--- config.mk ---
export PLATFORM = sky130hd
export DESIGN_NAME = escape_framed_byte_deframer
export DESIGN_NICKNAME = d
export VERILOG_FILES = /design/src/design/efb_pkg.sv /design/src/design/efb_ram.sv /design/src/design/efb_front.sv /design/src/design/efb_queue.sv /design/src/design/efb_back.sv /design/src/design/escape_framed_byte_deframer.sv
export SDC_FILE = /design/constraint.sdc
export NUM_CORES = 1
export LEC_CHECK = 0
export BUFFER_PORTS_ARGS = -buffer_cell sky130_fd_sc_hd__buf_4
export CAP_MARGIN = 20
export CORE_ASPECT_RATIO = 1.2
export CORE_MARGIN = 2
export CORE_UTILIZATION = 55
export DETAILED_ROUTE_END_ITERATION = 12
export PLACE_DENSITY = 0.69
export SLEW_MARGIN = 0
export SYNTH_ARGS = -nofsm -noshare
export SYNTH_HDL_FRONTEND = slang
export SYNTH_SLANG_ARGS = --single-unit
--- constraint.sdc ---
create_clock -name clk -period 6.1 [get_ports clk]
set_input_delay 0.915 -clock clk [delete_from_list [all_inputs] [get_ports clk]]
set_output_delay 0.915 -clock clk [all_outputs]
set_load 0.01 [all_outputs]
--- src/design/efb_pkg.sv ---
// Shared types and constants for the escape-framed byte deframer.
// No dependencies; every other design file but efb_ram uses this package.
`default_nettype none

package efb_pkg;

  localparam int BUFFER_DEPTH = 64;
  localparam int ADDR_W       = $clog2(BUFFER_DEPTH);
  localparam int BYTE_W       = 8;
  localparam int INDEX_W      = 6;
  localparam int LENGTH_W     = 6;
  localparam int CFG_INDEX_W  = 1;
  localparam int QUEUE_DEPTH  = 2;
  localparam int QPTR_W       = $clog2(QUEUE_DEPTH);
  localparam int QCOUNT_W     = $clog2(QUEUE_DEPTH + 1);

  localparam logic [CFG_INDEX_W-1:0] REG_ESCAPE_CODE = 1'd0;
  localparam logic [CFG_INDEX_W-1:0] REG_END_CODE    = 1'd1;

  localparam logic [BYTE_W-1:0] ESCAPE_CODE_RESET = 8'd92;
  localparam logic [BYTE_W-1:0] END_CODE_RESET    = 8'd48;

  localparam logic [ADDR_W-1:0] LAST_ADDR = ADDR_W'(BUFFER_DEPTH - 1);

  typedef struct packed {
    logic               mode;
    logic [BYTE_W-1:0]  rx_byte;
    logic [INDEX_W-1:0] read_index;
  } in_word_t;

  typedef struct packed {
    logic                frame_done;
    logic [BYTE_W-1:0]   frame_command;
    logic [LENGTH_W-1:0] frame_length;
    logic [BYTE_W-1:0]   read_data;
  } out_word_t;

  typedef enum logic [2:0] {
    OP_NONE,
    OP_STORE,
    OP_COMMAND,
    OP_CLOSE,
    OP_READ
  } op_kind_t;

  typedef struct packed {
    op_kind_t           kind;
    logic [BYTE_W-1:0]  data;
    logic [INDEX_W-1:0] index;
  } op_t;

  typedef enum logic [1:0] {
    BK_IDLE,
    BK_READ,
    BK_COPY
  } bk_state_t;

  typedef struct packed {
    logic busy;
    logic take;
  } bk_status_t;

endpackage

`default_nettype wire

--- src/design/efb_ram.sv ---
// Generic single-write, single-read RAM with registered read data.
// No dependencies.
`default_nettype none

module efb_ram #(
  parameter int WIDTH = 8,
  parameter int DEPTH = 64
) (
  input  wire logic                     clk,
  input  wire logic                     we,
  input  wire logic [$clog2(DEPTH)-1:0] waddr,
  input  wire logic [WIDTH-1:0]         wdata,
  input  wire logic [$clog2(DEPTH)-1:0] raddr,
  output logic      [WIDTH-1:0]         rdata
);

  logic [WIDTH-1:0] mem [DEPTH];

  always_ff @(posedge clk) begin
    if (we) begin
      mem[waddr] <= wdata;
    end
    rdata <= mem[raddr];
  end

endmodule

`default_nettype wire

--- src/design/efb_front.sv ---
// Front end: takes input words, holds the code registers and the escape flag,
// and classifies each word into an operation for the back end. Uses efb_pkg.
`default_nettype none

module efb_front (
  input  wire logic                           clk,
  input  wire logic                           rst,
  input  wire logic                           cfg_we,
  input  wire logic [efb_pkg::CFG_INDEX_W-1:0] cfg_index,
  input  wire logic [efb_pkg::BYTE_W-1:0]      cfg_data,
  input  wire logic                           push,
  input  wire efb_pkg::in_word_t              item,
  input  wire logic                           q_full,
  output logic                                q_push,
  output efb_pkg::op_t                        q_op
);
  import efb_pkg::*;

  logic [BYTE_W-1:0] escape_code;
  logic [BYTE_W-1:0] end_code;
  logic              escape_pending;
  logic              escape_pending_next;

  assign q_push = push && !q_full;

  always_comb begin
    q_op.data           = item.rx_byte;
    q_op.index          = item.read_index;
    q_op.kind           = OP_NONE;
    escape_pending_next = escape_pending;
    priority if (item.mode) begin
      q_op.kind = OP_READ;
    end else if (item.rx_byte == escape_code) begin
      if (!escape_pending) begin
        escape_pending_next = 1'b1;
      end else begin
        escape_pending_next = 1'b0;
        q_op.kind           = OP_STORE;
      end
    end else if (escape_pending) begin
      escape_pending_next = 1'b0;
      q_op.kind           = (item.rx_byte != end_code) ? OP_COMMAND : OP_CLOSE;
    end else begin
      q_op.kind = OP_STORE;
    end
  end

  always_ff @(posedge clk) begin
    if (rst) begin
      escape_code    <= ESCAPE_CODE_RESET;
      end_code       <= END_CODE_RESET;
      escape_pending <= 1'b0;
    end else begin
      if (cfg_we) begin
        unique case (cfg_index)
          REG_ESCAPE_CODE: escape_code <= cfg_data;
          REG_END_CODE:    end_code    <= cfg_data;
          default:         ;
        endcase
      end
      if (q_push) begin
        escape_pending <= escape_pending_next;
      end
    end
  end

endmodule

`default_nettype wire

--- src/design/efb_queue.sv ---
// Short operation queue between the front end and the back end.
// Uses efb_pkg for the operation type and the queue depth.
`default_nettype none

module efb_queue (
  input  wire logic          clk,
  input  wire logic          rst,
  input  wire logic          push,
  input  wire efb_pkg::op_t  op_in,
  input  wire logic          pop,
  output efb_pkg::op_t       op_out,
  output logic               full,
  output logic               empty
);
  import efb_pkg::*;

  op_t                slots [QUEUE_DEPTH];
  logic [QPTR_W-1:0]   wr_ptr;
  logic [QPTR_W-1:0]   rd_ptr;
  logic [QCOUNT_W-1:0] count;

  assign full   = (count == QCOUNT_W'(QUEUE_DEPTH));
  assign empty  = (count == '0);
  assign op_out = slots[rd_ptr];

  always_ff @(posedge clk) begin
    if (push) begin
      slots[wr_ptr] <= op_in;
    end
  end

  always_ff @(posedge clk) begin
    if (rst) begin
      wr_ptr <= '0;
      rd_ptr <= '0;
      count  <= '0;
    end else begin
      if (push) begin
        wr_ptr <= (wr_ptr == QPTR_W'(QUEUE_DEPTH - 1)) ? '0 : wr_ptr + 1'b1;
      end
      if (pop) begin
        rd_ptr <= (rd_ptr == QPTR_W'(QUEUE_DEPTH - 1)) ? '0 : rd_ptr + 1'b1;
      end
      unique case ({push, pop})
        2'b10:   count <= count + 1'b1;
        2'b01:   count <= count - 1'b1;
        default: count <= count;
      endcase
    end
  end

endmodule

`default_nettype wire

--- src/design/efb_back.sv ---
// Back end: carries out queued operations on the receive buffer and message
// store RAMs and holds the result register. Uses efb_pkg and efb_ram.
`default_nettype none

module efb_back (
  input  wire logic         clk,
  input  wire logic         rst,
  input  wire logic         q_empty,
  input  wire efb_pkg::op_t q_op,
  input  wire logic         pop,
  output efb_pkg::bk_status_t status,
  output efb_pkg::out_word_t  result,
  output logic                empty
);
  import efb_pkg::*;

  bk_state_t           state, state_next;
  logic                out_valid, out_valid_next;
  out_word_t           out_word, out_word_next;
  logic [ADDR_W-1:0]   fill, fill_next;
  logic [BYTE_W-1:0]   command_reg, command_reg_next;
  logic [ADDR_W-1:0]   message_length, message_length_next;
  logic [ADDR_W-1:0]   cp_idx, cp_idx_next;
  logic [ADDR_W-1:0]   wr_addr, wr_addr_next;
  logic                wr_pend, wr_pend_next;
  logic                rd_done, rd_done_next;
  logic                in_range, in_range_next;
  logic                take;
  logic [ADDR_W-1:0]   last;
  out_word_t           plain;

  logic                rb_we;
  logic [BYTE_W-1:0]   rb_rdata;
  logic [BYTE_W-1:0]   ms_rdata;

  efb_ram #(.WIDTH(BYTE_W), .DEPTH(BUFFER_DEPTH)) u_receive_buffer (
    .clk   (clk),
    .we    (rb_we),
    .waddr (fill),
    .wdata (q_op.data),
    .raddr (cp_idx),
    .rdata (rb_rdata)
  );

  efb_ram #(.WIDTH(BYTE_W), .DEPTH(BUFFER_DEPTH)) u_message_store (
    .clk   (clk),
    .we    (wr_pend),
    .waddr (wr_addr),
    .wdata (rb_rdata),
    .raddr (ADDR_W'(q_op.index)),
    .rdata (ms_rdata)
  );

  assign take        = (state == BK_IDLE) && !q_empty && (!out_valid || pop);
  assign rb_we       = take && (q_op.kind == OP_STORE);
  assign last        = fill - 1'b1;
  assign status.take = take;
  assign status.busy = (state != BK_IDLE);
  assign result      = out_word;
  assign empty       = !out_valid;

  always_comb begin
    plain = '{frame_done: 1'b0, frame_command: '0,
              frame_length: LENGTH_W'(message_length), read_data: '0};

    state_next          = state;
    out_valid_next      = out_valid && !pop;
    out_word_next       = out_word;
    fill_next           = fill;
    command_reg_next    = command_reg;
    message_length_next = message_length;
    cp_idx_next         = cp_idx;
    wr_addr_next        = wr_addr;
    wr_pend_next        = 1'b0;
    rd_done_next        = rd_done;
    in_range_next       = in_range;

    unique case (state)
      BK_IDLE: begin
        if (take) begin
          unique case (q_op.kind)
            OP_STORE: begin
              fill_next      = (fill == LAST_ADDR) ? '0 : fill + 1'b1;
              out_word_next  = plain;
              out_valid_next = 1'b1;
            end
            OP_COMMAND: begin
              fill_next        = '0;
              command_reg_next = q_op.data;
              out_word_next    = plain;
              out_valid_next   = 1'b1;
            end
            OP_CLOSE: begin
              if (fill == '0) begin
                message_length_next = '0;
                out_word_next = '{frame_done: 1'b1, frame_command: command_reg,
                                  frame_length: '0, read_data: '0};
                out_valid_next = 1'b1;
              end else begin
                cp_idx_next  = '0;
                rd_done_next = 1'b0;
                state_next   = BK_COPY;
              end
            end
            OP_READ: begin
              in_range_next = (32'(q_op.index) < BUFFER_DEPTH);
              state_next    = BK_READ;
            end
            default: begin
              out_word_next  = plain;
              out_valid_next = 1'b1;
            end
          endcase
        end
      end
      BK_READ: begin
        out_word_next           = plain;
        out_word_next.read_data = in_range ? ms_rdata : '0;
        out_valid_next          = 1'b1;
        state_next              = BK_IDLE;
      end
      BK_COPY: begin
        if (!rd_done) begin
          wr_pend_next = 1'b1;
          wr_addr_next = cp_idx;
          if (cp_idx == last) begin
            rd_done_next = 1'b1;
          end else begin
            cp_idx_next = cp_idx + 1'b1;
          end
        end
        if (wr_pend && (wr_addr == last)) begin
          message_length_next = fill;
          out_word_next = '{frame_done: 1'b1, frame_command: command_reg,
                            frame_length: LENGTH_W'(fill), read_data: '0};
          out_valid_next = 1'b1;
          state_next     = BK_IDLE;
        end
      end
      default: begin
        state_next = BK_IDLE;
      end
    endcase
  end

  always_ff @(posedge clk) begin
    if (rst) begin
      state          <= BK_IDLE;
      out_valid      <= 1'b0;
      fill           <= '0;
      command_reg    <= '0;
      message_length <= '0;
      wr_pend        <= 1'b0;
      rd_done        <= 1'b0;
    end else begin
      state          <= state_next;
      out_valid      <= out_valid_next;
      fill           <= fill_next;
      command_reg    <= command_reg_next;
      message_length <= message_length_next;
      wr_pend        <= wr_pend_next;
      rd_done        <= rd_done_next;
    end
  end

  always_ff @(posedge clk) begin
    out_word <= out_word_next;
    cp_idx   <= cp_idx_next;
    wr_addr  <= wr_addr_next;
    in_range <= in_range_next;
  end

endmodule

`default_nettype wire

--- src/design/escape_framed_byte_deframer.sv ---
// Top level of the escape-framed byte deframer.
// Uses efb_pkg, efb_front, efb_queue and efb_back.
//
// Each input word is either a received byte (mode 0) or a read of the message
// store (mode 1); every word yields exactly one result word. The front end
// accepts a word per cycle into a two-entry queue while the queue is not full.
// A plain byte, an escape or a command is handled straight from idle, a store
// read goes through the read state, and a frame end with a non-empty buffer
// copies the receive buffer into the message store through the buffer RAM's
// one read port. Message store entries that were never written read back
// undefined. The code registers must be written only while no word is in
// flight; the block itself does not enforce this.
`default_nettype none

module escape_framed_byte_deframer (
  input  wire logic                            clk,
  input  wire logic                            rst,
  input  wire logic                            cfg_we,
  input  wire logic [efb_pkg::CFG_INDEX_W-1:0] cfg_index,
  input  wire logic [efb_pkg::BYTE_W-1:0]      cfg_data,
  input  wire logic                            push,
  output logic                                 full,
  input  wire efb_pkg::in_word_t               item,
  output logic                                 empty,
  input  wire logic                            pop,
  output efb_pkg::out_word_t                   result
);
  import efb_pkg::*;

  logic       q_push;
  op_t        q_op_in;
  op_t        q_op_out;
  logic       q_empty;
  bk_status_t bk_status;

  efb_front u_front (
    .clk       (clk),
    .rst       (rst),
    .cfg_we    (cfg_we),
    .cfg_index (cfg_index),
    .cfg_data  (cfg_data),
    .push      (push),
    .item      (item),
    .q_full    (full),
    .q_push    (q_push),
    .q_op      (q_op_in)
  );

  efb_queue u_queue (
    .clk    (clk),
    .rst    (rst),
    .push   (q_push),
    .op_in  (q_op_in),
    .pop    (bk_status.take),
    .op_out (q_op_out),
    .full   (full),
    .empty  (q_empty)
  );

  efb_back u_back (
    .clk     (clk),
    .rst     (rst),
    .q_empty (q_empty),
    .q_op    (q_op_out),
    .pop     (pop),
    .status  (bk_status),
    .result  (result),
    .empty   (empty)
  );

  a_take_needs_word: assert property (@(posedge clk) disable iff (rst)
    bk_status.take |-> !q_empty)
    else $error("back end took a word from an empty queue");

  a_busy_no_result: assert property (@(posedge clk) disable iff (rst)
    bk_status.busy |-> empty)
    else $error("result register occupied during a read or copy");

  a_take_frees_result: assert property (@(posedge clk) disable iff (rst)
    (bk_status.take && !empty) |-> pop)
    else $error("back end took a word while a result was still held");

  a_reset_clears: assert property (@(posedge clk)
    rst |=> (empty && !full))
    else $error("queues not cleared by reset");

endmodule

`default_nettype wire
# Word level (Yosys, flattened, before mapping)
# Memories as Yosys holds them, arrays and structs flattened. A register that Yosys moved wholly into a read port is not among the register bits.
# Cells that the tools add are included.
# totals
mem_count	3
reg_bits	81
in_bits	29
latchBits	0
ramBits	1058
output_inout_bits	25
wordCells	141
romBits	0
# op_classes
div	0
n_eq_ne	25
shift	0
order_cmp	0
n_mul	0
bitwise_logic	4
n_mux	53
reduce_logical	30
n_addsub	7
# memory_table
name	words	word_bits	read_ports	rd_clocked_by_memory_dff	write_ports	line	source
u_back.u_message_store.mem	64	8	1	1	1	efb_ram.sv:17	logic [WIDTH-1:0] mem [DEPTH];
u_back.u_receive_buffer.mem	64	8	1	1	1	efb_ram.sv:17	
u_queue.slots	2	17	1	1	1	efb_queue.sv:17	op_t slots [QUEUE_DEPTH];
# ops
cell	count
23-bit two-way mux	3
23-bit case mux with 3 select lines	1
6-bit two-way mux	10
23-bit case mux with 2 select lines	1
6-bit case mux with 2 select lines	3
1-bit two-way mux	23
6-bit by 1-bit adder with 6-bit output (second input constant)	2
6-bit equality test	2
2-bit inequality test (second input constant)	6
2-bit case mux with 2 select lines	3
5-bit AND reduction	2
3-bit two-way mux	3
3-bit inequality test (second input constant)	3
8-bit equality test	1
8-bit inequality test	1
2-bit AND reduction	4
4-bit AND reduction	2
2-bit equality test (second input constant)	3
3-bit by 2-bit equality test with 1-bit output (second input constant)	2
6-bit equality test (second input constant)	1
1-bit logical AND	6
6-bit zero test	1
2-bit two-way mux	3
3-bit AND reduction	2
18 further kinds	31

# Logic depth before layout (Yosys ltp)
# logic_depth
word_depth	7
depth_mapped	10
mapped_depth_nobuf	9

# Hierarchy
# From an unflattened synthesis, not the netlist that was laid out.
# unflattened
hier_cells	2333
area_unflattened_um2	45703.8
# modules_own_cells
mod	n_inst	seq_area_each_um2	cells_each	area_each_um2
efb_ram	2	15534.9	940	20166.8
efb_back	1	1551.5	259	2961.6
efb_queue	1	1121.1	75	1427.6
efb_front	1	340.3	119	980.9

# Least setup slack after synthesis
# No wires, ideal clock.
# synth_path
kind	register -> register
start	reg u_back.fill[1]
end	reg u_back.out_word (netlist bit u_back.result[0]) (enable)
path_slack_ns	3.399
setup_ns	0.382
arrival_ns	2.319
stages_incl_launch_ff	9
synth_period_minus_slack_ns	2.701
n_path_buf	1
t_required_ns	5.718
cell_sequence	dfxtp_1 -> clkbuf_1 -> inv_1 -> ha_1 -> xor2_1 -> and3_1 -> nand4_1 -> o21ai_1 -> and2_1
# synth_via
elab_chain_len	5
elab_cells_between_ends	7
classes_between	add/sub (1); eq/ne (3); reduce/logical (3)
# synth_rtl
item	line	source
from (decl)	efb_back.sv:20	logic [ADDR_W-1:0] fill, fill_next;
from (signal assigned)	efb_back.sv:158	fill <= fill_next;
6-bit by 1-bit subtractor with 6-bit output	efb_back.sv:56	assign last = fill - 1'b1;
6-bit equality test	efb_back.sv:132	if (wr_pend && (wr_addr == last)) begin
1-bit logical AND	efb_back.sv:132	
2-bit by 1-bit inequality test with 1-bit output (no line)	-	
5-bit AND reduction (no line) (*)	-	
to (signal assigned)	efb_back.sv:167	out_word <= out_word_next;
to (decl)	efb_back.sv:19	out_word_t out_word, out_word_next;
# Mark *: on every way between the ends. The rest lies on a longest branch, timed or not.
# A chain may end at the register's enable or synchronous reset.

==> impl_metrics.yaml <==
grt:
  grt_usage_pct: 26.36
  grt.overflow.total: 0
  grt_pass1_wl_um: 183200
  grt_max_degree: 257
  grt_pass1_vias: 29480
  grt_antenna_before_repair: 0
layout:
  layout.nets: 3323
  num_antenna_cells: 0
  post-route-util_pct: 60.95
  area_growth_pct: 10.41
  largestRegisters: "u_back.u_message_store.mem: 512 flops, u_back.u_receive_buffer.mem: 512 flops, u_queue.slots: 34 flops"
  finalNonFillerCells: 4539
  drive_above_1_share_pct: 13.67
worst_setup_path:
  critical_path_class: "flip-flop to flip-flop"
  critPathSlowestCell: "nor2_1"
  cp-start-kind: "flip-flop"
  critPathArrivalTime_ns: 3.89
  regToRegSetupSlack_ns: 2.52
  cp-end-kind: "flip-flop"
  path_cells: "buf_4, and3b_1, o2111a_1, nor2b_1, nand3_1, nor2_1"
  cpPeakStageDelay_ns: 0.84
  critPathMaxFanout: 39
  critPathRequiredTime_ns: 6.41
synth:
  postSynthAreaPerCell_um2: 14.94
  ys.flop_type: "edfxtp_1"
  ys_seq_area_share_pct: 69.46
  yosys_register_bits: 1156
  syn_area_um2: 49070
  yosysUniqueCellTypes: 62
  async_reset_ff_share_pct: 0
  yosysWarnings: 0
  netlist_instances: 3284
  synth_edf_count: 1093
  synth_fp_nets: 3322
drt:
  via_count: 29040
  wl_per_cell_um: 26.69
  first_iter_violations: 3112
  drc: 0
  ant_nets: 0
  routed_wl_um: 121200
  viasPerCell: 6.398
  drt_pass1_iterations: 6
floorplan:
  ios: 54
  start_util_pct: 55.21
  num_rows: 120
  core_um2: 88890
  dieArea_um2: 91630
  die_w_um: 276.7
  fp.dieH_um: 331.2
timing:
  timing.fmax_ghz: 0.2793
  timing.final.crit_period_ns: 3.581
  tightest_slew_ns: 1.154
  slew_violations: 0
  maxSlewHeadroom_pct: 22.76
  fin_tns_setup_ns: 0
  finalSetupViolCount: 0
  skew_ns: 0.02525
  grt_setup_unrepaired: "false"
  final-hold-violation-count: 0
  holdWs_ns: 0.4086
  timing.final.crit_share_pct: 58.70
power_and_ir_drop:
  peakVddDrop_mv: 0.2818
  static-leakage-power_nw: 17.44
  p_per_area_nw_per_um2: 360.6
clock_network:
  cts_root_buf: "clkbuf_16"
  clock_tree.buffer_depth: 3
  clk_latency_ns: 0.70
  clkTransAtPathRegs_ns: 0.06
  cts_resized: 0
  cts_max_level: 3
  cts_setup_buffers: 0
  postCtsHoldBufs: 0
  cts.sinks: 1156
  cts_tree: "yes"
  numCtsBuffers: 111
placed_design:
  place_inst: 4330
  portBuffers: 53
  gp_congestion: 0.8568
  place_hpwl_um: 71830
flow_run:
  maxCapViolCount: 0
worst_hold_path:
  hold_path_class: "primary input to flip-flop"
run_status:
  status: "finished clean"
[Yosys cell counts (all sizes together) (6+ instances only)]
library cell / n / share of area (%)
mux2i: 21 / 0.43
o21ai: 202 / 2.1
mux2: 10 / 0.23
nor2b: 29 / 0.37
o22ai: 98 / 1.2
a21oi: 113 / 1.2
nand3b: 13 / 0.20
inv: 81 / 0.62
a221oi: 16 / 0.29
edfxtp: 1093 / 67
and3: 10 / 0.13
mux4: 160 / 7.3
xor2: 17 / 0.30
buf: 87 / 0.93
a22o: 8 / 0.14
nand3: 17 / 0.17
nand2: 116 / 0.89
clkbuf: 124 / 0.95
xnor2: 20 / 0.36
and2: 20 / 0.25
o31ai: 16 / 0.24
a22oi: 238 / 3.7
ha: 9 / 0.23
or3: 6 / 0.077
nor4: 27 / 0.34
dfxtp: 63 / 2.6
nand2b: 390 / 5.0
nand4: 18 / 0.23
nor2: 175 / 1.3
nor3: 38 / 0.40
[power breakdown]
group | switching [W] | internal (W) | total [W]
sequential | 0.000128 | 0.00919 | 0.00932
combinational | 0.00220 | 0.00106 | 0.00327
clock | 0.00300 | 0.00395 | 0.00695
[worst max-delay path: cells and delay by family, from the launching register on]
kind | cells | cell delay, ns
AND/OR/NAND/NOR | 4 | 2.09
buffers and inverters | 1 | 0.41
flip-flops | 1 | 0.35
AO/OA/AOI/OAI | 1 | 0.35
[cell usage in the layout (no fill, tap or decap), types with 98 or more instances in the layout]
| cell type | n |
|---|---|
| a21oi_1 | 113 |
| a22oi_1 | 237 |
| clkbuf_16 | 111 |
| edfxtp_1 | 1093 |
| mux4_2 | 160 |
| nand2_1 | 116 |
| nand2b_1 | 390 |
| nor2_1 | 174 |
| o21ai_0 | 195 |
| o22ai_1 | 98 |
[kinds of logic (layout without fill, tap and decap cells)]
group / count (synthesis) / after routing / synth area share (%)
simple gates: 878 / 878 / 9.699
mux: 191 / 191 / 8.001
compound gates: 718 / 718 / 9.319
fa+ha+maj: 9 / 9 / 0.2295
buf+inv: 292 / 388 / 2.496
flops: 1156 / 1156 / 69.46
xor+xnor: 40 / 40 / 0.7981
[layout make-up]
cell class,instances,area (um2)
Timing Repair Buffer,99,825.8
Clock inverter,77,822.0
Tap cell,1159,1450
Sequential cell,1156,34100
Clock buffer,131,2883
Fill cell,6421,34710
Multi-Input combinational cell,1836,13790
Inverter,81,304.0
[per-layer routing]
metal / vias to the layer above / share of wire [%] / global-route usage (%)
met5: - / 0 / 0
met4: 0 / 4.2 / 11.19
met3: 256 / 6.7 / 3.473
met2: 1323 / 52 / 46.14
met1: 14760 / 37 / 33.19
li1: 12710 / - / -
[path summary, 6_finish.rpt]
kind	from	endpoint	cells past startpoint
setup / recovery	flip-flop	u_back.u_receive_buffer.mem[27][4]	6
hold / removal	item[0]	u_queue.slots[1][0]	1
setup reg to reg	flip-flop	u_back.u_receive_buffer.mem[27][4]	6
hold reg to reg	u_front.end_code[0]	u_front.end_code[0]	2
[through the flow]
step / power, W / area, um2 / setup WS [ns]
finish: 0.01953 / 54180 / 2.519
global route: 0.02019 / 54180 / 2.381
CTS: 0.01959 / 54150 / 2.555
detailed placement: 0.01272 / 50440 / 2.333
global placement: 0.01262 / 50440 / 2.433
floorplan: 0.01152 / 49070 / 3.399
(Power assumes the default switching activity.)
